$ cat src/hw/rtl/hrt_pkg.sv
// hrt_pkg: shared constants, token kind codes and the result word type
// for the http request header tokenizer; no dependencies
package hrt_pkg;

  // delimiter characters
  localparam logic [7:0] CH_CR    = 8'h0d;
  localparam logic [7:0] CH_LF    = 8'h0a;
  localparam logic [7:0] CH_SP    = 8'h20;
  localparam logic [7:0] CH_COLON = 8'h3a;

  // request line items
  localparam logic [1:0] ITEM_METHOD  = 2'd0;
  localparam logic [1:0] ITEM_URI     = 2'd1;
  localparam logic [1:0] ITEM_VERSION = 2'd2;
  localparam logic [1:0] ITEM_DROP    = 2'd3;

  // crlf match progress codes
  localparam logic [1:0] PROG_NONE = 2'd0;
  localparam logic [1:0] PROG_CR2  = 2'd2;
  localparam logic [1:0] PROG_LF2  = 2'd3;

  typedef enum logic [2:0] {
    KIND_NONE    = 3'd0,
    KIND_METHOD  = 3'd1,
    KIND_URI     = 3'd2,
    KIND_VERSION = 3'd3,
    KIND_KEY     = 3'd4,
    KIND_VALUE   = 3'd5
  } hrt_kind_t;

  // one tagged output word
  typedef struct packed {
    hrt_kind_t  kind;
    logic [7:0] data;
    logic       line_end;
    logic       pair_end;
    logic       header_end;
  } hrt_res_t;

endpackage

$ cat src/hw/rtl/hrt_in_reg.sv
// hrt_in_reg: input register stage holding one request byte
// standalone apart from the hrt_pkg import
module hrt_in_reg
  import hrt_pkg::*;
(
  input  logic       clk,
  input  logic       rst_n,
  input  logic       in_tvalid,
  output logic       in_tready,
  input  logic [7:0] in_tdata,
  input  logic       advance,
  output logic       valid,
  output logic [7:0] data
);

  logic       valid_r, valid_nxt;
  logic [7:0] data_r;

  // slot frees when empty or when its word moves on this cycle
  assign in_tready = !valid_r || advance;
  assign valid_nxt = (in_tvalid && in_tready) ? 1'b1 : (advance ? 1'b0 : valid_r);

  // valid flag
  always_ff @(posedge clk) begin
    if (!rst_n) begin
      valid_r <= 1'b0;
    end else begin
      valid_r <= valid_nxt;
    end
  end

  // payload
  always_ff @(posedge clk) begin
    if (in_tvalid && in_tready) begin
      data_r <= in_tdata;
    end
  end

  assign valid = valid_r;
  assign data  = data_r;

endmodule

$ cat src/hw/rtl/hrt_parse.sv
// hrt_parse: tokenizer state and per-byte tagging logic
// depends on hrt_pkg for character constants, kind codes and hrt_res_t
module hrt_parse
  import hrt_pkg::*;
(
  input  logic       clk,
  input  logic       rst_n,
  input  logic       advance,
  input  logic [7:0] data,
  output hrt_res_t   res
);

  logic       in_hdr_r, in_hdr_nxt;
  logic [1:0] prog_r, prog_nxt;
  logic [1:0] item_r, item_nxt;
  logic       rd_key_r, rd_key_nxt;
  logic       val_st_r, val_st_nxt;
  logic [7:0] exp_delim;
  logic       is_delim;

  // even progress waits for cr, odd for lf
  assign exp_delim = prog_r[0] ? CH_LF : CH_CR;
  assign is_delim  = (data == exp_delim);

  // next state and tag for the byte in the input register
  always_comb begin
    in_hdr_nxt     = in_hdr_r;
    prog_nxt       = prog_r;
    item_nxt       = item_r;
    rd_key_nxt     = rd_key_r;
    val_st_nxt     = val_st_r;
    res.kind       = KIND_NONE;
    res.data       = data;
    res.line_end   = 1'b0;
    res.pair_end   = 1'b0;
    res.header_end = 1'b0;
    if (!in_hdr_r) begin
      // request line
      if (is_delim) begin
        if (prog_r[0]) begin
          res.line_end = 1'b1;
          in_hdr_nxt   = 1'b1;
          prog_nxt     = PROG_CR2;
          rd_key_nxt   = 1'b1;
          val_st_nxt   = 1'b0;
        end else begin
          prog_nxt = prog_r + 2'd1;
        end
      end else begin
        prog_nxt = PROG_NONE;
        if (data == CH_SP) begin
          if (item_r != ITEM_DROP) begin
            item_nxt = item_r + 2'd1;
          end
        end else begin
          case (item_r)
            ITEM_METHOD:  res.kind = KIND_METHOD;
            ITEM_URI:     res.kind = KIND_URI;
            ITEM_VERSION: res.kind = KIND_VERSION;
            default:      res.kind = KIND_NONE;
          endcase
        end
      end
    end else begin
      // header lines
      if (is_delim) begin
        if (prog_r == PROG_NONE) begin
          res.pair_end = 1'b1;
          rd_key_nxt   = 1'b1;
          val_st_nxt   = 1'b0;
        end
        if (prog_r == PROG_LF2) begin
          res.header_end = 1'b1;
          in_hdr_nxt     = 1'b0;
          prog_nxt       = PROG_NONE;
          item_nxt       = ITEM_METHOD;
          rd_key_nxt     = 1'b1;
          val_st_nxt     = 1'b0;
        end else begin
          prog_nxt = prog_r + 2'd1;
        end
      end else begin
        prog_nxt = PROG_NONE;
        if (rd_key_r && data == CH_COLON) begin
          rd_key_nxt = 1'b0;
        end else if (rd_key_r) begin
          res.kind = KIND_KEY;
        end else if (!val_st_r && data == CH_SP) begin
          res.kind = KIND_NONE;
        end else begin
          val_st_nxt = 1'b1;
          res.kind   = KIND_VALUE;
        end
      end
    end
  end

  // state advances only when the word moves to the output register
  always_ff @(posedge clk) begin
    if (!rst_n) begin
      in_hdr_r <= 1'b0;
      prog_r   <= PROG_NONE;
      item_r   <= ITEM_METHOD;
      rd_key_r <= 1'b1;
      val_st_r <= 1'b0;
    end else if (advance) begin
      in_hdr_r <= in_hdr_nxt;
      prog_r   <= prog_nxt;
      item_r   <= item_nxt;
      rd_key_r <= rd_key_nxt;
      val_st_r <= val_st_nxt;
    end
  end

endmodule

$ cat src/hw/rtl/hrt_out_reg.sv
// hrt_out_reg: result register driving the output stream
// depends on hrt_pkg for hrt_res_t
module hrt_out_reg
  import hrt_pkg::*;
(
  input  logic     clk,
  input  logic     rst_n,
  input  logic     load,
  input  hrt_res_t res,
  input  logic     out_tready,
  output logic     out_tvalid,
  output hrt_res_t res_q
);

  logic     valid_r, valid_nxt;
  hrt_res_t res_r;

  assign valid_nxt = load ? 1'b1 : (out_tready ? 1'b0 : valid_r);

  // valid flag
  always_ff @(posedge clk) begin
    if (!rst_n) begin
      valid_r <= 1'b0;
    end else begin
      valid_r <= valid_nxt;
    end
  end

  // payload
  always_ff @(posedge clk) begin
    if (load) begin
      res_r <= res;
    end
  end

  assign out_tvalid = valid_r;
  assign res_q      = res_r;

endmodule

$ cat src/hw/rtl/http_request_header_tokenizer.sv
// http_request_header_tokenizer: tags each request byte with its header part
// path: input register, then result register, with combinational tagging between them
// throughput: one word per cycle while out_tready stays high; the parse state updates once per word
// reset: rst_n synchronous, active low; empties both stages and returns the
// parser to the request line; depends on hrt_pkg, hrt_in_reg, hrt_parse, hrt_out_reg
module http_request_header_tokenizer
  import hrt_pkg::*;
(
  input  logic        clk,
  input  logic        rst_n,
  input  logic        in_tvalid,
  output logic        in_tready,
  input  logic [7:0]  in_tdata,   // [7:0] data_byte
  output logic        out_tvalid,
  input  logic        out_tready,
  output logic [15:0] out_tdata,  // [7:0] out_byte, [8] request_line_end, [9] pair_end, 0 pad
  output logic        out_tlast,  // header_end
  output logic [2:0]  out_tuser   // [2:0] token_kind
);

  logic       st_valid;
  logic [7:0] st_data;
  logic       advance;
  hrt_res_t   res;
  hrt_res_t   res_q;

  // word moves on when the result register is empty or being drained
  assign advance = st_valid && (!out_tvalid || out_tready);

  hrt_in_reg u_in (
    .clk       (clk),
    .rst_n     (rst_n),
    .in_tvalid (in_tvalid),
    .in_tready (in_tready),
    .in_tdata  (in_tdata),
    .advance   (advance),
    .valid     (st_valid),
    .data      (st_data)
  );

  hrt_parse u_parse (
    .clk     (clk),
    .rst_n   (rst_n),
    .advance (advance),
    .data    (st_data),
    .res     (res)
  );

  hrt_out_reg u_out (
    .clk        (clk),
    .rst_n      (rst_n),
    .load       (advance),
    .res        (res),
    .out_tready (out_tready),
    .out_tvalid (out_tvalid),
    .res_q      (res_q)
  );

  // output packing
  assign out_tdata = {6'd0, res_q.pair_end, res_q.line_end, res_q.data};
  assign out_tlast = res_q.header_end;
  assign out_tuser = res_q.kind;

  // flagged words are always delimiters
  a_flag_kind: assert property (@(posedge clk) disable iff (!rst_n)
    out_tvalid && (out_tlast || out_tdata[8] || out_tdata[9]) |-> out_tuser == KIND_NONE)
    else $error("flagged word carries a token kind");

  // at most one end marker per word
  a_flag_one: assert property (@(posedge clk) disable iff (!rst_n)
    out_tvalid |-> $onehot0({out_tlast, out_tdata[8], out_tdata[9]}))
    else $error("several end markers on one word");

  // an empty result register never blocks the input
  a_no_block: assert property (@(posedge clk) disable iff (!rst_n)
    !out_tvalid |-> in_tready)
    else $error("input stalled with empty result register");

  // reset empties the result register
  a_rst_empty: assert property (@(posedge clk)
    !rst_n |=> !out_tvalid)
    else $error("result valid right after reset");

endmodule
$ cat config.mk
export PLATFORM = sky130hd
export DESIGN_NAME = http_request_header_tokenizer
export DESIGN_NICKNAME = d
export VERILOG_FILES = /design/src/hw/rtl/hrt_pkg.sv /design/src/hw/rtl/hrt_in_reg.sv /design/src/hw/rtl/hrt_parse.sv /design/src/hw/rtl/hrt_out_reg.sv /design/src/hw/rtl/http_request_header_tokenizer.sv
export SDC_FILE = /design/constraint.sdc
export NUM_CORES = 1
export LEC_CHECK = 0
export ABC_CLOCK_PERIOD_IN_PS = 2600
export BUFFER_PORTS_ARGS = -buffer_cell sky130_fd_sc_hd__buf_4
export CAP_MARGIN = 25
export CORE_ASPECT_RATIO = 1.2
export CORE_MARGIN = 2
export CORE_UTILIZATION = 34
export DETAILED_ROUTE_END_ITERATION = 16
export GPL_TIMING_DRIVEN = 0
export PLACE_DENSITY = 0.57
export SYNTH_ARGS = -nofsm -noshare
export SYNTH_HDL_FRONTEND = slang
export SYNTH_SLANG_ARGS = --single-unit
$ cat constraint.sdc
create_clock -name clk -period 2.6 [get_ports clk]
set_input_delay 0.26 -clock clk [delete_from_list [all_inputs] [get_ports clk]]
set_output_delay 0.26 -clock clk [all_outputs]
set_load 0.005 [all_outputs]
Word level (Yosys, flattened, before mapping)
Cells that the tools add are included.
Widths: inputs -> output; s select.

storage, ports and cells
  flip-flop bits (word level) = 31
  bits of input ports = 12
  output and inout port bits = 22

operators by class
  $add $sub $neg = 2
  eq/ne operators = 14
  multiplexer cells = 47
  reductions and logical operators = 22

operators with widths
  kind                 count
  $mux 1               27
  $mux 2               12
  $mux 3               7
  $eq 8x6->1 const B   2
  $reduce_bool 2->1    7
  $eq 8x8->1           1
  $ne 2x2->1 const B   4
  $reduce_and 7->1     1
  $ne 2x1->1 const B   3
  $pmux 2 s3           1
  $reduce_and 6->1     1
  $reduce_and 5->1     1
  $add 2x1->2 const B  2
  $eq 2x2->1 const B   2
  $logic_and 1x1->1    4
  $logic_not 2->1      2
  $ne 4x4->1 const B   1
  $logic_not 1->1      3
  $eq 2x1->1 const B   1
  $logic_or 1x1->1     2
  $reduce_and 2->1     1

Longest topological paths before layout
  depth in word-level cells = 7
  depth in mapped cells = 9
  depth with buffers taken out = 8

By module
Synthesis repeated with hierarchy kept, for this count alone.

unflattened totals
  cells, all modules = 124
  area, all modules = 1481.4 um2

modules (own cells, without submodules)
  module                         times used  cells an instance  area an instance (um2)  seq. area each (um2)
  hrt_parse                      1           85                 661.9                   140.1
  hrt_out_reg                    1           17                 461.7                   440.4
  hrt_in_reg                     1           13                 297.8                   260.2
  http_request_header_tokenizer  1           9                  60.1                    0.0

Worst setup path after synthesis
Ideal clock, no wire load.

  path type = register -> register
  from = reg u_in.data_r[4] (netlist: u_in.data[4])
  to = reg u_parse.rd_key_r
  library setup time = 0.123 ns
  arrival time = 2.258 ns
  data required time = 2.477 ns
  slack = 0.219 ns
  cell stages (with the launch flop) = 10
  period minus slack after synthesis = 2.381 ns
  cell sequence = edfxtp_1 > or3_1 > buf_6 > a211oi_4 > inv_2 > ha_1 > inv_1 > o2111ai_1 > a211oi_2 > mux2_1

between the ends
  word-level cells in the longest chain between the ends = 4
  elaborated cells between the ends (all ways) = 9

RTL lines
  item                         line              text
  start, declared              hrt_in_reg.sv:17  logic [7:0] data_r;
  start signal, assigned       hrt_in_reg.sv:35  data_r <= in_tdata;
  $eq 8x6->1                   hrt_parse.sv:84   if (rd_key_r && data == CH_COLON) begin
  $logic_and 1x1->1            hrt_parse.sv:84
  $reduce_bool 2->1 (no line)  n/a
  $reduce_and 5->1 (no line)   n/a
  end signal, assigned         hrt_parse.sv:110  rd_key_r <= rd_key_nxt;
  end, declared                hrt_parse.sv:16   logic rd_key_r, rd_key_nxt;

Several ways; a longest one is shown, not always the timed one.
A chain may end at the register's enable or synchronous reset.

Worst setup path after layout
Same ends and word-level chain as after synthesis.

==> out/results.ini <==
[clocking]
clockBufferDepth=2
cts_tree=done
ctsResizeCount=0
cts.sinks=31
post-cts-setup-buffers=1
clkTransAtPathRegs_ns=0.07
root_buffer=clkbuf_8
hold_buffers=0
cts_buffers=5
clk_latency_ns=0.28
h-tree-depth=2

[cells_and_area]
final_cell_mix=buf_4 (34), edfxtp_1 (22), ha_1 (9), dfxtp_1 (9)
final.fill_count=417
final_nets=183
final_layout_size_suffix_gt1_share_pct=31.3
area_growth_syn_to_layout_pct=25.8
layout.cells.most_common=buf_4
antenna_cells=0
final_cell_area_um2=1870

[run_status]
status=finished clean

[sta]
tns_ns=0
setup_viol=0
worst_slack_ns=0.152
slew_headroom_pct=34.5
rsz0062_at_grt=false
finalMaxSlewViolations=0
max_clock_freq_mhz=408
worst_pin_slew_ns=0.983
hold_viol=0
period_needed_ns=2.45
fin_skew_ns=0.00770
finalCritPeriodShare_pct=94.2

[global_route]
grt_pass1_vias=1004
antenna_found_initial=0
grt_use_total_pct=12.0
globalRouteOverflowTotal=0
grt_max_degree=21
grt_pass1_wl_um=4470

[setup_path]
r2r_end=u_parse.rd_key_r$_SDFFE_PN1P_
required_ns=2.77
worst-path-max-fanout=10
cp-start-kind=flop
path_class=reg2reg
crit_family=compound AO/OA/AOI/OAI gates
worst-path-buf-inv=3
cp-startpoint=u_in.data[4]$_DFFE_PP_
r2r_cells=9
rrSetupSlack_ns=0.15
crit_path_max_incr_delay_ns=0.41
arrival_ns=2.62
worstPathCellList=or3_1, buf_6, a211oi_4, inv_2, ha_1, inv_1, o2111ai_1, a211oi_2, mux2_1
worstSetupPathDepth=9
crit_path_top_delay_cell=edfxtp_1
worstSetupEndpointType=flop
r2r-start=u_in.data[4]$_DFFE_PP_
setup.worst_path.end=u_parse.rd_key_r$_SDFFE_PN1P_

[logic_synthesis]
synth_edf_count=22
synth_area_per_cell_um2=12.2
ys_ff_latch=31
synthFlopType=edfxtp_1
syn_inst=122
synth_area_um2=1490
synth.distinct_cells=40
synthArstFlopShare_pct=0
yosysSeqAreaShare_pct=56.5
yosysWarnings=0

[power_and_ir_drop]
power_leakage_nw=0.702
powerDensity_nw_per_um2=524
vdd_drop_max_v=0.000282
total_power_uw=981

[drt]
ant_nets=0
drt_iter0_drc=25
totalWireLength_um=2700
vias=1025
drtPass1Iterations=4
via_per_inst=4.68
route.detailed.drc=0
wl_per_cell_um=12.3

[placement]
gp_congestion=0.846
pre_cts_slack_ns=-0.0759
dp_hpwl_um=2060
port_buffers=27
placed_area_um2=1780

[worst_hold_path]
min_path_type=in2reg

[die]
die_y_um=76.5
die_area_um2=4930
ios=34
start_util_pct=35.2
core_area_um2=4230
rows=26
fp.dieW_um=64.4

[job]
maxCapViolations=0

-- cell type report --
type                       instances  area [um2]  area share (%)
sequential                        31         841            44.9
timing repair buffer              28         210            11.2
clock buffer                       6        72.6            3.87
tap                               56        70.1            3.74
inverter                           9        33.8            1.80
buffer                            10        67.6            3.61
multi-input combinational         77         566            30.2
clock inverter                     2        12.5           0.668
-- registers in the layout, summed over array words and instances, names as in the netlist --
name              cells
u_out.out_tvalid      1
u_parse.prog_r        2
u_parse.in_hdr_r      1
u_parse.val_st_r      1
u_in.data             8
u_parse.item_r        2
u_in.valid            1
u_parse.rd_key_r      1
u_out.res_q          14
-- through the flow --
| stage | hold WS [ns] | instances | utilization (%) |
|---|---|---|---|
| after floorplan | 0.359 | 127 | - |
| after global placement | 0.438 | 210 | 42.1 |
| after detailed placement | 0.439 | 210 | 42.1 |
| after CTS | 0.144 | 219 | 44.3 |
| after global routing | 0.139 | 219 | 44.3 |
| final | 0.153 | 219 | 44.3 |
-- power breakdown --
| part | switching (mW) | internal (mW) |
|---|---|---|
| Sequential | 0.00922 | 0.549 |
| Clock | 0.170 | 0.186 |
| Combinational | 0.0297 | 0.0359 |
-- metal layers --
layer	wire length [um]	up-vias	track usage, %	part of all wire, %
li1	-	513	-	-
met3	134	5	3.69	5.0
met1	1100	478	12.6	41
met2	1420	29	20.6	52
met4	48	0	7.45	1.8
met5	0	-	0	0
-- cell usage after synthesis (4+ instances only) --
master / n / share of area (%)
inv_1: 8 / 2.0
edfxtp_1: 22 / 44
nand2_1: 8 / 2.0
buf_4: 6 / 3.0
dfxtp_1: 9 / 12
ha_1: 9 / 7.6
nor3_1: 4 / 1.3
nand3_1: 4 / 1.3
a21oi_1: 5 / 1.7
-- cell families (layout without fill, tap and decap cells) --
kind of cell    after synthesis  in the layout  synth area share (%)
compound gates               20             20                  11.3
fa+ha+maj                     9              9                  7.56
buf+inv                      19             55                  6.81
flops                        31             31                  56.5
mux                           3              3                  2.10
other cells                   1              6                 0.252
simple gates                 39             39                  15.5
-- worst min-delay path by stage --
stage | end | start | cells after the start
finish | u_in.data[7]$_DFFE_PP_ | in_tdata[7] | 1
global route | u_in.data[7]$_DFFE_PP_ | in_tdata[7] | 1
CTS | u_in.data[7]$_DFFE_PP_ | in_tdata[7] | 1
detailed placement | u_in.data[1]$_DFFE_PP_ | in_tdata[1] | 1
global placement | u_in.data[2]$_DFFE_PP_ | in_tdata[2] | 1
floorplan | u_in.data[0]$_DFFE_PP_ | in_tdata[0] | 0
Note: power is estimated with default switching activity, not from simulation.
